File: config.mk
export PLATFORM = sky130hd
export DESIGN_NAME = avg_isqrt
export DESIGN_NICKNAME = d
export VERILOG_FILES = /design/src/rtl/avg_pkg.sv /design/src/rtl/avg_isqrt.sv
export SDC_FILE = /design/constraint.sdc
export NUM_CORES = 2
export LEC_CHECK = 0
export BUFFER_PORTS_ARGS = -buffer_cell sky130_fd_sc_hd__buf_2
export CAP_MARGIN = 10
export CORE_MARGIN = 2
export CORE_UTILIZATION = 50
export DETAILED_ROUTE_END_ITERATION = 8
export PLACE_DENSITY = 0.65
export SYNTH_ARGS = -nofsm -noshare
export SYNTH_HDL_FRONTEND = slang
export SYNTH_SLANG_ARGS = --single-unit
File: constraint.sdc
create_clock -name i_clk -period 4.5 [get_ports i_clk]
set_input_delay 0.9 -clock i_clk [delete_from_list [all_inputs] [get_ports i_clk]]
set_output_delay 0.9 -clock i_clk [all_outputs]
set_load 0.02 [all_outputs]
File: src/rtl/avg_pkg.sv
// ----------------------------------------------------------------------------
// avg_pkg
// Shared widths, constants, register codes and stage structs for the
// arrowhead vertex generator.
// ----------------------------------------------------------------------------
package avg_pkg;

    // coordinate saturation range
    localparam int COORD_BITS = 16;
    localparam longint SAT_HI = (longint'(1) << (COORD_BITS - 1)) - 1;
    localparam longint SAT_LO = -SAT_HI - 1;

    // field and datapath widths
    localparam int FIELD_W = 16;
    localparam int DIFF_W  = 17;
    localparam int SQ_W    = 32;
    localparam int RAD_W   = 49;
    localparam int MAG_W   = 25;
    localparam int PROD_W  = 34;
    localparam int ABS_W   = 32;
    localparam int LEN_W   = 8;
    localparam int NUM_W   = 41;
    localparam int QUO_W   = 17;
    localparam int POS_W   = 18;
    localparam int LANES   = 8;
    localparam int CFG_AW  = 5;
    localparam int CFG_DW  = 32;

    // rotation constants, Q1.15
    localparam logic signed [DIFF_W-1:0] ROT_C [4] = '{
        17'sd28378,   // cos 30
        17'sd16384,   // sin 30
        17'sd31651,   // cos 15
        17'sd8481     // sin 15
    };

    // product slots: dx times the four constants, then dy
    localparam int P_XC30 = 0;
    localparam int P_XS30 = 1;
    localparam int P_XC15 = 2;
    localparam int P_XS15 = 3;
    localparam int P_YC30 = 4;
    localparam int P_YS30 = 5;
    localparam int P_YC15 = 6;
    localparam int P_YS15 = 7;

    // vertex lanes
    localparam int LN_OLX = 0;
    localparam int LN_OLY = 1;
    localparam int LN_ILX = 2;
    localparam int LN_ILY = 3;
    localparam int LN_ORX = 4;
    localparam int LN_ORY = 5;
    localparam int LN_IRX = 6;
    localparam int LN_IRY = 7;

    // pen width codes with shortened heads
    localparam logic [7:0] PEN_NARROW = 8'd1;
    localparam logic [7:0] PEN_DOUBLE = 8'd2;

    // register map index
    typedef enum logic [2:0] {
        CFG_HEAD_LENGTH   = 3'd0,
        CFG_CANVAS_LEFT   = 3'd1,
        CFG_CANVAS_TOP    = 3'd2,
        CFG_CANVAS_RIGHT  = 3'd3,
        CFG_CANVAS_BOTTOM = 3'd4
    } t_cfg_idx;

    // segment geometry carried through the root pipeline
    typedef struct packed {
        logic signed [FIELD_W-1:0] tx;
        logic signed [FIELD_W-1:0] ty;
        logic signed [DIFF_W-1:0]  dx;
        logic signed [DIFF_W-1:0]  dy;
        logic [LEN_W-1:0]          lo;
        logic signed [LEN_W:0]     li;
        logic                      deg;
    } t_geo;

    // tip and flag carried through the divider
    typedef struct packed {
        logic signed [FIELD_W-1:0] tx;
        logic signed [FIELD_W-1:0] ty;
        logic                      deg;
    } t_dside;

    // one finished result word
    typedef struct packed {
        logic [FIELD_W-1:0]            tip_x;
        logic [FIELD_W-1:0]            tip_y;
        logic [LANES-1:0][FIELD_W-1:0] vtx;
        logic                          deg;
    } t_res;

    // saturate to the coordinate range, then place in a 16 bit field
    function automatic logic [FIELD_W-1:0] sat_coord(input logic signed [POS_W-1:0] v);
        logic [FIELD_W-1:0] r;
        if (longint'(v) > SAT_HI) begin
            r = FIELD_W'(SAT_HI);
        end else if (longint'(v) < SAT_LO) begin
            r = FIELD_W'(SAT_LO);
        end else begin
            r = FIELD_W'(v);
        end
        return r;
    endfunction

endpackage

File: src/rtl/avg_isqrt.sv
// ----------------------------------------------------------------------------
// avg_isqrt
// Pipelined integer square root, one root bit per stage, with the segment
// geometry riding alongside.
// ----------------------------------------------------------------------------
module avg_isqrt (
    input  logic                       i_clk,
    input  logic                       i_rst_n,
    input  logic                       i_en,
    input  logic                       i_valid,
    input  logic [avg_pkg::RAD_W-1:0]  i_rad,
    input  avg_pkg::t_geo              i_geo,
    output logic                       o_valid,
    output logic [avg_pkg::MAG_W-1:0]  o_root,
    output avg_pkg::t_geo              o_geo
);

    localparam int NS  = avg_pkg::MAG_W;
    localparam int RW  = avg_pkg::RAD_W;
    localparam int TW  = avg_pkg::RAD_W + 2;

    logic             r_vld  [NS];
    logic [RW-1:0]    r_rem  [NS];
    logic [NS-1:0]    r_root [NS];
    avg_pkg::t_geo    r_geo  [NS];

    for (genvar j = 0; j < NS; j++) begin : g_stage
        localparam int K = NS - 1 - j;

        logic          v_in;
        logic [RW-1:0] rem_in;
        logic [NS-1:0] root_in;
        avg_pkg::t_geo geo_in;
        logic [TW-1:0] trial;
        logic          fit;
        logic [RW-1:0] n_rem;
        logic [NS-1:0] n_root;

        // stage input comes from the port or the stage before
        if (j == 0) begin : g_first
            assign v_in    = i_valid;
            assign rem_in  = i_rad;
            assign root_in = '0;
            assign geo_in  = i_geo;
        end else begin : g_next
            assign v_in    = r_vld[j-1];
            assign rem_in  = r_rem[j-1];
            assign root_in = r_root[j-1];
            assign geo_in  = r_geo[j-1];
        end

        // try setting root bit K: (root + 2^K)^2 - root^2
        assign trial  = (TW'(root_in) << (K + 1)) | (TW'(1) << (2 * K));
        assign fit    = {2'b00, rem_in} >= trial;
        assign n_rem  = fit ? (rem_in - trial[RW-1:0]) : rem_in;
        assign n_root = fit ? (root_in | (NS'(1) << K)) : root_in;

        // stage valid
        always_ff @(posedge i_clk) begin
            if (!i_rst_n) begin
                r_vld[j] <= 1'b0;
            end else if (i_en) begin
                r_vld[j] <= v_in;
            end
        end

        // stage payload
        always_ff @(posedge i_clk) begin
            if (i_en) begin
                r_rem[j]  <= n_rem;
                r_root[j] <= n_root;
                r_geo[j]  <= geo_in;
            end
        end
    end

    assign o_valid = r_vld[NS-1];
    assign o_root  = r_root[NS-1];
    assign o_geo   = r_geo[NS-1];

endmodule

==> results.json <==
{
  "status": "complete, no violations",
  "gp_congestion": 0.9411,
  "nets": 8812,
  "fillers": 20213,
  "track_usage": 0.1615,
  "routed_wl_um": 222000,
  "die_height_um": 523.7,
  "clk_pin_slew_ns": 0.06,
  "top_layer_used": "met4",
  "fin_crit_sh": 0.9073,
  "final_layout_size_suffix_gt1_frac": 0.1126,
  "fin_ws_ns": 0.4172,
  "syn_nets": 8197,
  "design.die.area_mm2": 0.2743,
  "vias": 63988,
  "tightest_slew_ns": 1.136,
  "pre_cts_slack_ns": 0.5522,
  "via_per_inst": 5.255,
  "synth-edff-count": 3625,
  "ioPinCount": 247,
  "fin_crit_ns": 4.083,
  "cts_buffer_depth": 4,
  "grt_max_degree": 181,
  "synth_area_per_cell_um2": 17.51,
  "wl_met1_um": 92020,
  "wl_per_cell_um": 18.23,
  "dr_wl_met3_um": 9711,
  "cp.arrival_ns": 4.69,
  "grt_pass1_vias": 64389,
  "hp-class": "in2reg",
  "final_common_cell": "edfxtp_1",
  "wl_met2_um": 113200,
  "final_cell_mix": "edfxtp_1 (3625), inv_1 (434), clkbuf_16 (368)",
  "synth-simple-area-share": 0.06085,
  "synthMuxAreaShare": 0.006124,
  "overflow": 0,
  "ys_ff_latch": 3626,
  "hpwl_um": 148500,
  "leakagePower_uw": 0.05495,
  "cts_resized": 0,
  "setup_tns_ns": 0,
  "drt_iter0_markers": 4863,
  "max_cap_violations": 0,
  "root_buffer": "clkbuf_16",
  "clk_latency_ns": 0.91,
  "post-cts-setup-buffers": 0,
  "p_per_area_mw_per_mm2": 522.2,
  "first_pass_iters": 6,
  "hold_viol": 0,
  "drc": 0,
  "worstSetupPathType": "reg2reg",
  "placed_area_mm2": 0.1415,
  "cts_hold_buffers": 0,
  "instances_no_fill": 12177,
  "synth-xor-area-share": 0.03229,
  "grt_first_pass_wirelength_um": 351800,
  "ys_warn_count": 0,
  "die_w_um": 523.7,
  "setup_viol_count_final": 0,
  "ir_drop_mv": 0.3788,
  "ys.flop_type": "edfxtp_1",
  "synthAdderAreaFrac": 0.03205,
  "required_ns": 5.11,
  "synth-compound-area-share": 0.04757,
  "grt_antenna_before_repair": 6,
  "placedCellCount": 11512,
  "portBuffers": 246,
  "synth_top_family_by_area": "simple AND/OR/NAND/NOR gates",
  "fmax_mhz": 244.9,
  "critPathCaptureType": "register",
  "slew_headroom": 0.2427,
  "synth_area_mm2": 0.1351,
  "path_max_fanout": 6,
  "drtAntennaViolNets": 0,
  "synthesis.instances": 7714,
  "start_kind": "register",
  "cts.sinks": 3626,
  "maxSlewViolCount": 0,
  "area.growth.synth_to_final_pct": 13.42,
  "final_area_mm2": 0.1532,
  "rsz0062_at_grt": "no",
  "placementRows": 190,
  "skew_ns": 0.06717,
  "synth_cell_types": 87,
  "cts_buffers": 366,
  "yosysSeqAreaShare": 0.8061,
  "cts_tree": "built",
  "start_util": 0.5032,
  "synthArstFlopShare": 0,
  "core_mm2": 0.2684,
  "cts_max_level": 5
}
## synthesized netlist by cell type (all sizes together) (20+ instances only)
cell	count	area, µm²
edfxtp	3625	108900
mux2	61	686.9
o21ai	260	1305
or4	32	244.0
nand2b	61	381.6
nand3	80	400.4
a2111oi	21	204.0
xor2	255	2233
o21a	69	518.0
nand3b	24	180.2
and3	47	294.0
o211ai	27	202.7
or3	66	412.9
clkbuf	87	326.6
nand2	351	1320
nor2b	41	256.5
a21oi	357	1787
nand4	88	550.5
nor3	146	730.7
ha	346	4329
a21o	92	690.7
or2	20	125.1
nor4b	28	245.2
o21bai	25	187.7
o31ai	27	202.7
a31oi	20	125.1
nor4	198	1245
a211oi	28	210.2
inv	434	1629
nor2	348	1306
xnor2	243	2128
## critical path, stage by stage, from the launching register on
cell	delay, ns
edfxtp_1	0.39
ha_1	0.37
a21o_1	0.24
a21oi_1	0.28
nand3_1	0.17
a41o_1	0.33
a221oi_1	0.58
o311ai_1	0.31
or3_1	0.52
or4_1	0.45
xnor2_1	0.15
## report_power, final
part           internal, µW  leakage, µW  switching, µW
Sequential            40900       0.0352           1650
Clock                 16700      0.00571          12300
Combinational          3360       0.0140           5030
Total                 61000       0.0549          19000
## per-layer routing
| layer | vias up | track usage |
|---|---|---|
| met4 | 0 | 0.05593 |
| li1 | 30969 | - |
| met5 | - | 0 |
| met3 | 471 | 0.02771 |
| met2 | 1450 | 0.2828 |
| met1 | 31098 | 0.2031 |
## flip-flops by register name, summed over array words and instances (netlist names)
name,flops
r_root,325
r_rem,1176
r_geo,2100
r_vld,25
## worst paths after layout
| check | startpoint | to | slack [ns] | cells past startpoint |
|---|---|---|---|---|
| worst min-delay path | i_geo[60] | r_geo[0][60] | 0.16 | 1 |
| worst min register to register | r_geo[1][242] | r_geo[1][326] | 0.40 | 0 |
| worst max register to register | r_rem[5][105] | r_rem[5][194] | 0.42 | 10 |
| worst max-delay path | r_rem[5][105] | r_rem[5][194] | 0.42 | 10 |
## cell families after synthesis
group | count (synthesis)
simple gates | 1593
other cells | 1
flops | 3626
buf+inv | 536
compound gates | 1039
mux | 75
fa+ha+maj | 346
xor+xnor | 498
## metrics by stage
step,power [µW],hold slack [ns],utilization
finish,80000,0.1556,0.5708
global route,83630,0.07634,0.5708
CTS,80990,0.05466,0.5707
detailed placement,51580,0.4045,0.5271
global placement,51290,0.4001,0.5271
floorplan,48310,0.4003,-
## cell type report
class                           count  area (µm²)  share of cell area
Tap cell                         3552        4444             0.02901
Inverter                          434        1629             0.01063
Clock inverter                    225        2230             0.01456
Timing Repair Buffer              349        2330             0.01521
Antenna cell                        1       2.502          0.00001634
Clock buffer                      438        9472             0.06183
Sequential cell                  3626      108900              0.7107
Multi-Input combinational cell   3552       24210              0.1580
(Power assumes the default switching activity.)
